===== src/sv/fisr_pkg.sv =====
`default_nettype none
// ----------------------------------------------------------------------------
// fisr_pkg
// Shared constants and helpers for the reciprocal square root pipeline.
// ----------------------------------------------------------------------------
package fisr_pkg;

   typedef logic [31:0] fp32_type;

   localparam fp32_type MAGIC_GUESS  = 32'h5f3759df;
   localparam fp32_type CANON_NAN    = 32'h7fc00000;
   localparam fp32_type ONE_HALF     = 32'h3f000000;
   localparam fp32_type THREE_HALVES = 32'h3fc00000;
   localparam int       NUM_STAGES   = 11;

   // leading zero count of a 48-bit word, 48 when zero
   function automatic logic [5:0] lzc48(input logic [47:0] v);
      logic [5:0] cnt;
      cnt = 6'd48;
      for (int i = 0; i < 48; i++) begin
         if (v[i]) begin
            cnt = 6'(47 - i);
         end
      end
      return cnt;
   endfunction

endpackage
`default_nettype wire


===== src/sv/fisr_fmul.sv =====
`default_nettype none
// ----------------------------------------------------------------------------
// fisr_fmul
// Two-stage single-precision multiplier, round to nearest even, subnormals.
// ----------------------------------------------------------------------------
module fisr_fmul (
   input  wire logic              clock,
   input  wire logic              en_a,
   input  wire logic              en_b,
   input  wire fisr_pkg::fp32_type a_bits,
   input  wire fisr_pkg::fp32_type b_bits,
   output fisr_pkg::fp32_type     y_bits
);

   // stage A: unpack and multiply
   logic [7:0]  ea, eb;
   logic [22:0] fa, fb;
   logic [23:0] ma, mb;
   logic [7:0]  eae, ebe;
   logic        a_nan, b_nan, a_inf, b_inf, a_zero, b_zero;
   logic        sign_in, nan_in, inf_in, zero_in;
   logic [9:0]  es_in;
   logic [47:0] p_in;

   logic        sign_ff, nan_ff, inf_ff, zero_ff;
   logic [9:0]  es_ff;
   logic [47:0] p_ff;

   always_comb begin
      ea      = a_bits[30:23];
      eb      = b_bits[30:23];
      fa      = a_bits[22:0];
      fb      = b_bits[22:0];
      ma      = {ea != 8'd0, fa};
      mb      = {eb != 8'd0, fb};
      eae     = (ea == 8'd0) ? 8'd1 : ea;
      ebe     = (eb == 8'd0) ? 8'd1 : eb;
      a_nan   = (ea == 8'hff) && (fa != 23'd0);
      b_nan   = (eb == 8'hff) && (fb != 23'd0);
      a_inf   = (ea == 8'hff) && (fa == 23'd0);
      b_inf   = (eb == 8'hff) && (fb == 23'd0);
      a_zero  = (a_bits[30:0] == 31'd0);
      b_zero  = (b_bits[30:0] == 31'd0);
      sign_in = a_bits[31] ^ b_bits[31];
      nan_in  = a_nan | b_nan | (a_inf & b_zero) | (b_inf & a_zero);
      inf_in  = a_inf | b_inf;
      zero_in = a_zero | b_zero;
      es_in   = {2'b0, eae} + {2'b0, ebe};
      p_in    = ma * mb;
   end

   always_ff @(posedge clock) begin
      if (en_a) begin
         sign_ff <= sign_in;
         nan_ff  <= nan_in;
         inf_ff  <= inf_in;
         zero_ff <= zero_in;
         es_ff   <= es_in;
         p_ff    <= p_in;
      end
   end

   // stage B: normalise and round
   logic [5:0]         lz;
   logic signed [11:0] e_s, k;
   logic [10:0]        rs;
   logic [47:0]        x, mask;
   logic               sticky, inc;
   logic [7:0]         efield;
   logic [30:0]        base;
   fisr_pkg::fp32_type y_in;
   fisr_pkg::fp32_type y_ff;

   always_comb begin
      lz     = fisr_pkg::lzc48(p_ff);
      e_s    = $signed({2'b0, es_ff}) - 12'sd126 - $signed({6'b0, lz});
      k      = $signed({6'b0, lz}) + e_s - 12'sd1;
      rs     = 11'(-k);
      mask   = '0;
      sticky = 1'b0;
      x      = p_ff;
      efield = 8'd0;
      if (e_s >= 12'sd1) begin
         x      = p_ff << lz;
         efield = e_s[7:0];
      end else if (k >= 12'sd0) begin
         x = p_ff << k[5:0];
      end else if (rs >= 11'd48) begin
         x      = '0;
         sticky = |p_ff;
      end else begin
         mask   = (48'h1 << rs[5:0]) - 48'h1;
         x      = p_ff >> rs[5:0];
         sticky = |(p_ff & mask);
      end
      inc  = x[23] & ((|x[22:0]) | sticky | x[24]);
      base = {efield, x[46:24]};
      priority if (nan_ff) begin
         y_in = fisr_pkg::CANON_NAN;
      end else if (inf_ff) begin
         y_in = {sign_ff, 8'hff, 23'd0};
      end else if (zero_ff) begin
         y_in = {sign_ff, 31'd0};
      end else if (e_s >= 12'sd255) begin
         y_in = {sign_ff, 8'hff, 23'd0};
      end else begin
         y_in = {sign_ff, base + {30'd0, inc}};
      end
   end

   always_ff @(posedge clock) begin
      if (en_b) begin
         y_ff <= y_in;
      end
   end

   assign y_bits = y_ff;

endmodule
`default_nettype wire


===== config.mk =====
export PLATFORM = sky130hd
export DESIGN_NAME = fisr_fmul
export DESIGN_NICKNAME = d
export VERILOG_FILES = /design/src/sv/fisr_pkg.sv /design/src/sv/fisr_fmul.sv
export SDC_FILE = /design/constraint.sdc
export NUM_CORES = 2
export LEC_CHECK = 0
export ABC_AREA = 0
export BUFFER_PORTS_ARGS = -buffer_cell sky130_fd_sc_hd__buf_2
export CAP_MARGIN = 20
export CORE_MARGIN = 4
export CORE_UTILIZATION = 55
export CTS_CLUSTER_DIAMETER = 50
export DETAILED_ROUTE_END_ITERATION = 16
export PLACE_DENSITY = 0.72
export SETUP_SLACK_MARGIN = 0.3
export SLEW_MARGIN = 40
export SYNTH_ARGS = -nofsm -noshare
export SYNTH_HDL_FRONTEND = slang
export SYNTH_SLANG_ARGS = --single-unit

===== constraint.sdc =====
create_clock -name clock -period 9.1 [get_ports clock]
set_input_delay 1.365 -clock clock [delete_from_list [all_inputs] [get_ports clock]]
set_output_delay 1.365 -clock clock [all_outputs]
set_load 0.01 [all_outputs]

==> run summary <==
status - finished, final reports clean
most common cell in the netlist - nand2_1
DR vias - 36500
worst-path fanout max - 19
crit path capture type - flip-flop
delay of the slowest critical-path stage - 590 ps
final wirelength - 147000 µm
Slew headroom - 38.4%
share of layout cells above drive strength 1 - 13.8%
Core Box Area - 64700 µm²
I/O Buffers - 98
Async S/R FF share, synth - 0%
mapped cell area - 36100 µm²
register bit count reported by yosys - 93
# hold bufs at CTS - 0
period utilisation layout - 94.3%
Starting Density - 55.8%
num rows - 93
Die Width - 264 µm
CTS max path bufs - 2
Num Clock Sinks - 93
Reg2Reg Depth - 34
CP dominant cell by count - buf_4
EDFF count, synth - 93
setup TNS - 0 ps
CP bufs+invs - 9
CP Data Required Time - 9240 ps
Clock Skew - 21.0 ps
WL/cell - 26.5 µm
final slew viol count - 0
slowest CP cell - nor4_4
Total GRT Usage - 41.1%
post-synth net total - 5334
Setup CP Type - reg -> reg
number of antenna violations at the first check in global routing - 2
Max-Cap Viols - 0
post-DP HPWL - 116000 µm
HP Class - reg -> reg
setup violators final - 0
CTS root buf - clkbuf_16
RSZ-0062 raised after global routing - yes
largest net degree at the start of global routing - 76
Critical Path AT - 8720 ps
cts bufs inserted - 9
worst r2r src - p_ff[45]$_DFFE_PP_
Area contributors post-synth - fa_1 27%, edfxtp_1 7.7%, ha_1 7.4%, nand2_1 6.5%, inv_1 5.8%
Seq/Total Area, Yosys - 7.73%
number of global-route vias before repair - 35800
routed vias/inst - 6.60
Tightest Pin Transition - 918 ps
Post-Synthesis Cells - 4567
Die Y - 264 µm
Place WS - -187 ps
unique cell type count in the Yosys netlist - 101
Synth Flop Type - edfxtp_1
routability cong. - 1.12
top cells by count, synth - 628 x nand2_1, 555 x inv_1, 485 x fa_1
Final ANT Viol Nets - 0
total gr overflow - 0
Synth top area share - 26.9%
worst r2r dst - y_bits[21]$_SDFFCE_PP0P_
cell taking the most area after synthesis - fa_1
r2r setup slk - 520 ps
# nets final - 5434
Worst Setup Slack, final - 519 ps
Starting DRT DRC Count - 5119
Die Area - 69800 µm²
TritonRoute pass-1 iters - 7
CTS tree - built
final count of hold timing violations - 0
syn_area_per_cell - 7.91 µm²
post-route DRC violation count - 0
startpoint types - flip-flop
f_max - 117 MHz
first-pass GRT wire length - 221000 µm
Critical Path Stages - 34
CP startpoint - p_ff[45]$_DFFE_PP_
IO Pins - 99
clock latency on the worst-skew pair - 400 ps
crit path time final - 8580 ps
H-tree depth - 3
CP top delay family - simple AND/OR/NAND/NOR gates
Synth warnings - 0
clk slew on worst S/H paths - 90 ps
Critical Path End - y_bits[21]$_SDFFCE_PP0P_
area grow syn2layout - 10.1%
==> worst min-delay path by stage <==
stage,from,to,slack [ps],cells past startpoint
2_1_floorplan,sign_ff$_DFFE_PP_,y_bits[31]$_SDFFCE_PP0P_,510,1
3_3_place_gp,sign_ff$_DFFE_PP_,y_bits[31]$_SDFFCE_PP0P_,520,1
3_5_place_dp,sign_ff$_DFFE_PP_,y_bits[31]$_SDFFCE_PP0P_,550,1
4_1_cts,sign_ff$_DFFE_PP_,y_bits[31]$_SDFFCE_PP0P_,570,1
5_1_grt,sign_ff$_DFFE_PP_,y_bits[31]$_SDFFCE_PP0P_,620,1
6_report,sign_ff$_DFFE_PP_,y_bits[31]$_SDFFCE_PP0P_,560,1
==> logic make-up (layout without fill, tap and decap cells) <==
family	count (synthesis)	count (layout)	share of synthesized area [%]
other	0	1	0
and+or+nand+nor	1665	1665	22.4
DFF	93	93	7.73
AOI/OAI and AO/OA	926	926	17.3
xor gates and xnor gates	119	119	2.92
adders and majority gates	700	700	34.3
buffers and inverters	910	1015	9.60
muxes	154	154	5.71
==> placed cells by master, fill, tap and decap left out, types with 21 or more instances in the layout <==
| master | Yosys | final |
|---|---|---|
| nand4_1 | 48 | 48 |
| o21ai_0 | 171 | 168 |
| buf_2 | 23 | 98 |
| xnor2_1 | 74 | 67 |
| ha_1 | 215 | 211 |
| or3_1 | 21 | 21 |
| nor4_1 | 53 | 47 |
| o211ai_1 | 41 | 41 |
| mux4_2 | 39 | 39 |
| nand2_1 | 628 | 626 |
| a31oi_1 | 42 | 40 |
| nor3_1 | 107 | 103 |
| mux2_2 | 26 | 26 |
| and2_1 | 226 | 226 |
| nor2b_1 | 34 | 34 |
| mux2i_1 | 89 | 88 |
| nand3_1 | 162 | 161 |
| a311oi_1 | 26 | 25 |
| a21oi_1 | 229 | 223 |
| edfxtp_1 | 93 | 93 |
| inv_1 | 555 | 554 |
| and3_1 | 33 | 32 |
| a211oi_1 | 83 | 81 |
| a21o_1 | 34 | 34 |
| o31ai_1 | 25 | 22 |
| buf_4 | 6 | 335 |
| xor2_1 | 44 | 39 |
| nor2_1 | 248 | 245 |
| fa_1 | 485 | 485 |
| nand2b_1 | 22 | 21 |
==> area by class of cell <==
class | count | area [µm²]
Multi-Input combinational cell | 3564 | 30400
Clock inverter | 7 | 75.1
Clock buffer | 9 | 225
Antenna cell | 1 | 2.50
Timing Repair Buffer | 440 | 3120
Inverter | 559 | 2100
Sequential cell | 93 | 2790
Fill cell | 5933 | 24900
Tap cell | 855 | 1070
==> stage by stage <==
| step | std cells | cell area (µm²) | hold WS, ps | utilization (%) |
|---|---|---|---|---|
| after floorplan | 4567 | 36100 | 509 | - |
| after global placement | 5484 | 38900 | 522 | 60.1 |
| after detailed placement | 5484 | 38900 | 555 | 60.2 |
| after CTS | 5507 | 39300 | 573 | 60.8 |
| after global routing | 5527 | 39800 | 620 | 61.4 |
| final | 5528 | 39800 | 564 | 61.5 |
==> layer usage <==
metal / vias up / GRT usage (%) / part of all wire, %
li1: 15800 / - / -
met1: 17700 / 53.8 / 38
met2: 2457 / 62.9 / 43
met3: 551 / 7.66 / 11
met4: 0 / 25.9 / 8.3
met5: - / 0 / 0
==> sequential cells by signal (all words and copies together) (netlist names) <==
| register | cells |
|---|---|
| zero_ff | 1 |
| es_ff | 9 |
| inf_ff | 1 |
| p_ff | 48 |
| y_bits | 32 |
| sign_ff | 1 |
| nan_ff | 1 |
==> what timing repair did <==
item	4_1_cts	5_1_grt
setup endpoints to repair	25	32
pin swaps	1	13
gates cloned	0	0
setup buffers	7	20
resized for setup	6	48
Power is not shown: default switching activity piles up to over one toggle a cycle in this logic, so the estimate is an artifact.
