<file path="src/sv/fisr_pkg.sv">
`default_nettype none
// ----------------------------------------------------------------------------
// fisr_pkg
// Shared constants and helpers for the reciprocal square root pipeline.
// ----------------------------------------------------------------------------
package fisr_pkg;

   typedef logic [31:0] fp32_type;

   localparam fp32_type MAGIC_GUESS  = 32'h5f3759df;
   localparam fp32_type CANON_NAN    = 32'h7fc00000;
   localparam fp32_type ONE_HALF     = 32'h3f000000;
   localparam fp32_type THREE_HALVES = 32'h3fc00000;
   localparam int       NUM_STAGES   = 11;

   // leading zero count of a 48-bit word, 48 when zero
   function automatic logic [5:0] lzc48(input logic [47:0] v);
      logic [5:0] cnt;
      cnt = 6'd48;
      for (int i = 0; i < 48; i++) begin
         if (v[i]) begin
            cnt = 6'(47 - i);
         end
      end
      return cnt;
   endfunction

endpackage
`default_nettype wire

</file>
<file path="src/sv/fisr_fadd.sv">
`default_nettype none
// ----------------------------------------------------------------------------
// fisr_fadd
// Two-stage single-precision adder, round to nearest even, subnormals.
// ----------------------------------------------------------------------------
module fisr_fadd (
   input  wire logic              clock,
   input  wire logic              en_a,
   input  wire logic              en_b,
   input  wire fisr_pkg::fp32_type a_bits,
   input  wire fisr_pkg::fp32_type b_bits,
   output fisr_pkg::fp32_type     y_bits
);

   // stage A: order by magnitude and align
   fisr_pkg::fp32_type big, sml;
   logic [7:0]  eb_raw, es_raw, eb_e, es_e, d;
   logic [4:0]  dc;
   logic [26:0] mbx, shd, msk;
   logic        a_nan, b_nan, a_inf, b_inf;
   logic        sign_in, sub_in, nan_in, inf_in, isign_in, zsign_in;
   logic [26:0] mb_in, al_in;

   logic        sign_ff, sub_ff, nan_ff, inf_ff, isign_ff, zsign_ff;
   logic [7:0]  exp_ff;
   logic [26:0] mb_ff, al_ff;

   always_comb begin
      a_nan  = (a_bits[30:23] == 8'hff) && (a_bits[22:0] != 23'd0);
      b_nan  = (b_bits[30:23] == 8'hff) && (b_bits[22:0] != 23'd0);
      a_inf  = (a_bits[30:23] == 8'hff) && (a_bits[22:0] == 23'd0);
      b_inf  = (b_bits[30:23] == 8'hff) && (b_bits[22:0] == 23'd0);
      if (a_bits[30:0] >= b_bits[30:0]) begin
         big = a_bits;
         sml = b_bits;
      end else begin
         big = b_bits;
         sml = a_bits;
      end
      eb_raw   = big[30:23];
      es_raw   = sml[30:23];
      eb_e     = (eb_raw == 8'd0) ? 8'd1 : eb_raw;
      es_e     = (es_raw == 8'd0) ? 8'd1 : es_raw;
      d        = eb_e - es_e;
      dc       = (d > 8'd27) ? 5'd28 : d[4:0];
      mbx      = {es_raw != 8'd0, sml[22:0], 3'b0};
      shd      = mbx >> dc;
      msk      = (27'h1 << dc) - 27'h1;
      al_in    = {shd[26:1], shd[0] | (|(mbx & msk))};
      mb_in    = {eb_raw != 8'd0, big[22:0], 3'b0};
      sign_in  = big[31];
      sub_in   = a_bits[31] ^ b_bits[31];
      nan_in   = a_nan | b_nan | (a_inf & b_inf & (a_bits[31] != b_bits[31]));
      inf_in   = a_inf | b_inf;
      isign_in = a_inf ? a_bits[31] : b_bits[31];
      zsign_in = a_bits[31] & b_bits[31];
   end

   always_ff @(posedge clock) begin
      if (en_a) begin
         sign_ff  <= sign_in;
         sub_ff   <= sub_in;
         nan_ff   <= nan_in;
         inf_ff   <= inf_in;
         isign_ff <= isign_in;
         zsign_ff <= zsign_in;
         exp_ff   <= eb_e;
         mb_ff    <= mb_in;
         al_ff    <= al_in;
      end
   end

   // stage B: add, normalise, round
   logic [27:0]        s;
   logic [26:0]        r;
   logic [4:0]         lz;
   logic [7:0]         emax, sh;
   logic [8:0]         e;
   logic [7:0]         efield;
   logic               inc;
   fisr_pkg::fp32_type y_in;
   fisr_pkg::fp32_type y_ff;

   always_comb begin
      s    = sub_ff ? ({1'b0, mb_ff} - {1'b0, al_ff}) : ({1'b0, mb_ff} + {1'b0, al_ff});
      lz   = 5'(fisr_pkg::lzc48({s[26:0], 21'd0}));
      emax = exp_ff - 8'd1;
      sh   = ({3'd0, lz} < emax) ? {3'd0, lz} : emax;
      if (s[27]) begin
         r = {s[27:2], s[1] | s[0]};
         e = {1'b0, exp_ff} + 9'd1;
      end else begin
         r = s[26:0] << sh;
         e = {1'b0, exp_ff} - {1'b0, sh};
      end
      efield = r[26] ? e[7:0] : 8'd0;
      inc    = r[2] & (r[1] | r[0] | r[3]);
      priority if (nan_ff) begin
         y_in = fisr_pkg::CANON_NAN;
      end else if (inf_ff) begin
         y_in = {isign_ff, 8'hff, 23'd0};
      end else if (s == 28'd0) begin
         y_in = {zsign_ff, 31'd0};
      end else if (e >= 9'd255) begin
         y_in = {sign_ff, 8'hff, 23'd0};
      end else begin
         y_in = {sign_ff, {efield, r[25:3]} + {30'd0, inc}};
      end
   end

   always_ff @(posedge clock) begin
      if (en_b) begin
         y_ff <= y_in;
      end
   end

   assign y_bits = y_ff;

endmodule
`default_nettype wire

</file>
<file path="config.mk">
export PLATFORM = sky130hd
export DESIGN_NAME = fisr_fadd
export DESIGN_NICKNAME = d
export VERILOG_FILES = /design/src/sv/fisr_pkg.sv /design/src/sv/fisr_fadd.sv
export SDC_FILE = /design/constraint.sdc
export NUM_CORES = 1
export LEC_CHECK = 0
export BUFFER_PORTS_ARGS = -buffer_cell sky130_fd_sc_hd__buf_2
export CAP_MARGIN = 10
export CELL_PAD_IN_SITES_DETAIL_PLACEMENT = 0
export CELL_PAD_IN_SITES_GLOBAL_PLACEMENT = 1
export CORE_ASPECT_RATIO = 1.2
export CORE_MARGIN = 5
export CORE_UTILIZATION = 47
export CTS_CLUSTER_DIAMETER = 100
export DETAILED_ROUTE_END_ITERATION = 10
export PLACE_DENSITY = 0.87
export SLEW_MARGIN = 40
export SYNTH_ARGS = -nofsm -noshare
export SYNTH_HDL_FRONTEND = slang
export SYNTH_SLANG_ARGS = --single-unit
export TNS_END_PERCENT = 50
</file>
<file path="constraint.sdc">
create_clock -name clock -period 9.9 [get_ports clock]
set_input_delay 0.495 -clock clock [delete_from_list [all_inputs] [get_ports clock]]
set_output_delay 0.495 -clock clock [all_outputs]
set_load 0.01 [all_outputs]
</file>
==> metrics.txt <==
# TYPE chip_impl_metric gauge
chip_impl_metric{name="worst_slew_pin_slew",unit="ps"} 970
chip_impl_metric{name="timing.slew.headroom",unit="%"} 34.9
chip_impl_metric{name="first_global_vias",unit=""} 14700
chip_impl_info{name="most-common-layout-cells",value="nand2_1, nor2_1, a21oi_1, ha_1"} 1
chip_impl_metric{name="clock_tree.buffer_depth",unit=""} 2
chip_impl_metric{name="seq_area_frac_synth",unit="%"} 20.6
chip_impl_metric{name="postRouteWirelength",unit="mm"} 58.0
chip_impl_metric{name="core_region_area",unit="um2"} 29700
chip_impl_metric{name="critical_path.max_fanout",unit=""} 17
chip_impl_info{name="worstSetupStartpointType",value="register"} 1
chip_impl_metric{name="worstPathArrival",unit="ps"} 9480
chip_impl_metric{name="synth-edff-count",unit=""} 97
chip_impl_metric{name="die_x",unit="um"} 168
chip_impl_metric{name="numCtsBuffers",unit=""} 9
chip_impl_info{name="grt_setup_unrepaired",value="no"} 1
chip_impl_info{name="synth_top_area_cell",value="edfxtp_1"} 1
chip_impl_metric{name="fin_crit_sh",unit="%"} 93.5
chip_impl_metric{name="post_synth_num_cell_types",unit=""} 103
chip_impl_metric{name="maxCapViolCount",unit=""} 0
chip_impl_info{name="cp_top_family",value="compound AO/OA/AOI/OAI gates"} 1
chip_impl_metric{name="worst_r2r_path_depth",unit=""} 34
chip_impl_metric{name="max_stage_delay",unit="ps"} 790
chip_impl_metric{name="clk_skew",unit="ps"} 18.0
chip_impl_metric{name="yosys_register_bits",unit=""} 97
chip_impl_info{name="critPathSlowestCell",value="xnor2_1"} 1
chip_impl_metric{name="floorplan.rows",unit=""} 69
chip_impl_metric{name="synthCells",unit=""} 1796
chip_impl_metric{name="final-hold-violation-count",unit=""} 0
chip_impl_metric{name="post_route_utilization",unit="%"} 52.9
chip_impl_metric{name="start_util",unit="%"} 47.6
chip_impl_metric{name="design.final.nets",unit=""} 2068
chip_impl_metric{name="postSynthAreaPerCell",unit="um2"} 7.88
chip_impl_metric{name="route.detailed.vias_per_inst",unit=""} 6.59
chip_impl_metric{name="power.static_leakage",unit="nW"} 6.61
chip_impl_info{name="dominantRegCellSynth",value="edfxtp_1"} 1
chip_impl_metric{name="final.setup.worst_slack",unit="ps"} 641
chip_impl_metric{name="die_h",unit="um"} 200
chip_impl_metric{name="synth.yosys.warnings",unit=""} 0
chip_impl_info{name="cts-root-buf",value="clkbuf_16"} 1
chip_impl_metric{name="slew_violations",unit=""} 0
chip_impl_metric{name="post-synth-top-area-fraction",unit="%"} 20.6
chip_impl_metric{name="post-dp-hpwl",unit="mm"} 47.1
chip_impl_metric{name="post_cts_hold_buffer_count",unit=""} 0
chip_impl_metric{name="route.detailed.drc",unit=""} 0
chip_impl_info{name="timing.critical_path.to_type",value="register"} 1
chip_impl_metric{name="timing.critical_path.buf_inv",unit=""} 5
chip_impl_metric{name="syn2layout_area_growth",unit="%"} 11.0
chip_impl_metric{name="p_per_area",unit="nW/um2"} 259
chip_impl_metric{name="grt_max_degree",unit=""} 66
chip_impl_metric{name="syn_nets",unit=""} 1970
chip_impl_info{name="regToRegEndpoint",value="y_bits[10]"} 1
chip_impl_info{name="mostFrequentLayoutCell",value="nand2_1"} 1
chip_impl_metric{name="gr_usage_total",unit="%"} 33.7
chip_impl_metric{name="io_buffers",unit=""} 98
chip_impl_metric{name="finalSetupViolations",unit=""} 0
chip_impl_metric{name="antenna_cells_inserted",unit=""} 0
chip_impl_metric{name="clk_latency",unit="ps"} 360
chip_impl_metric{name="post-route-min-period",unit="ps"} 9260
chip_impl_info{name="status",value="completed"} 1
chip_impl_metric{name="syn-cell-area",unit="um2"} 14100
chip_impl_metric{name="drt-wirelength-per-cell",unit="um"} 25.3
chip_impl_info{name="timing.critical_path.to",value="y_bits[10]"} 1
chip_impl_metric{name="r2r_slack",unit="ps"} 640
chip_impl_metric{name="fmax",unit="MHz"} 108
chip_impl_info{name="timing.rr.start",value="mb_ff[3]"} 1
chip_impl_info{name="criticalPathCategory",value="reg2reg"} 1
chip_impl_metric{name="drt_first_pass_iters",unit=""} 7
chip_impl_metric{name="pre_cts_ws",unit="ps"} 759
chip_impl_info{name="clock_tree_from_tritoncts",value="yes"} 1
chip_impl_metric{name="min_delay_path_depth",unit=""} 2
chip_impl_metric{name="cts.htree.levels",unit=""} 3
chip_impl_metric{name="route.vias.total",unit=""} 15100
chip_impl_metric{name="vdd_ir_drop_max",unit="mV"} 0.141
chip_impl_metric{name="grt_overflow_total",unit=""} 0
chip_impl_metric{name="grt_first_pass_wirelength",unit="mm"} 87.5
chip_impl_metric{name="critical_path_required",unit="ps"} 10120
chip_impl_metric{name="path_depth",unit=""} 34
chip_impl_metric{name="postRouteAntennaNets",unit=""} 0
chip_impl_metric{name="setup-tns-final",unit="ps"} 0
chip_impl_metric{name="number_of_antenna_violations_at_the_first_check_in_global_routing",unit=""} 0
chip_impl_info{name="critPathLaunch",value="mb_ff[3]"} 1
chip_impl_metric{name="whs",unit="ps"} 478
chip_impl_metric{name="ctsResizeCount",unit=""} 0
chip_impl_metric{name="synth-async-reset-ratio",unit="%"} 0
chip_impl_metric{name="floorplan.die_area",unit="um2"} 33700
chip_impl_metric{name="clock_sink_count",unit=""} 97
chip_impl_metric{name="gpl.final_weighted_congestion",unit=""} 1.06
chip_impl_metric{name="clk_pin_slew",unit="ps"} 80
chip_impl_metric{name="dr.first_iter.drc_count",unit=""} 1560
chip_impl_metric{name="post_cts_buffers",unit=""} 0
chip_impl_info{name="worst_hold_path_class",value="in2reg"} 1
chip_impl_metric{name="post_route_cells_drive_above_1_share",unit="%"} 15.9
chip_impl_metric{name="io_pins",unit=""} 99
chip_impl_info{name="synth.area.top_cells",value="edfxtp_1, ha_1, mux2i_1"} 1
-- kinds of logic (layout without fill, tap and decap cells) --
| family | count (synthesis) | count (layout) | share of synthesized area (%) |
|---|---|---|---|
| XOR/XNOR | 64 | 64 | 3.96 |
| adder cells (fa/ha/maj) | 108 | 108 | 9.69 |
| buffers and inverters | 202 | 305 | 5.94 |
| AND/OR/NAND/NOR | 633 | 633 | 22.1 |
| multiplexers | 146 | 146 | 11.1 |
| flip-flops | 97 | 97 | 20.6 |
| AO/OA/AOI/OAI | 546 | 546 | 26.6 |
-- cell usage after synthesis, types with 41 or more instances --
cell type,instances
nand3_1,43
mux2_2,41
nor3_1,66
a21oi_1,108
inv_1,99
clkbuf_1,51
o21ai_0,95
a211oi_1,51
nor2_1,168
nand2_1,174
ha_1,104
edfxtp_1,97
mux2i_1,100
-- routing by layer --
layer / global-route usage (%) / routed length (um) / vias up
met5: 0 / 0 / -
met4: 25.1 / 5300 / 0
met3: 4.53 / 3520 / 245
met2: 59.6 / 28000 / 777
met1: 36.9 / 21100 / 7064
li1: - / - / 6995
-- through the flow --
stage	power [mW]	area [um2]	instances
finish	4.08	15700	2289
global route	4.28	15700	2289
global placement	3.59	15400	2272
CTS	3.97	15700	2288
detailed placement	3.59	15400	2272
floorplan	2.55	14100	1796
-- worst min-delay path by stage --
stage,start,end,slack [ps]
floorplan,isign_ff,y_bits[31],530
global placement,isign_ff,y_bits[31],560
detailed placement,isign_ff,y_bits[31],560
CTS,b_bits[31],isign_ff,470
global route,a_bits[31],isign_ff,480
finish,b_bits[31],zsign_ff,480
-- report_power, final --
group | internal (mW) | total (mW) | switching (mW)
registers | 0.536 | 0.572 | 0.0364
clock network | 0.204 | 0.379 | 0.175
logic | 1.09 | 3.12 | 2.03
-- area by class of cell --
cell class | count | area, um2
multi-input cells | 1497 | 10400
well taps | 390 | 488
clock inverters | 7 | 96.3
repair buffers | 184 | 1150
flip-flops and latches | 97 | 2910
inverters | 105 | 397
clock buffers | 9 | 225
fillers | 2932 | 14000
-- registers in the layout, indices dropped and copies added, names as in the netlist --
signal,count
al_ff,27
exp_ff,8
inf_ff,1
isign_ff,1
mb_ff,24
nan_ff,1
sign_ff,1
sub_ff,1
y_bits,32
zsign_ff,1
No activity file was read; power rests on OpenSTA's default activity.
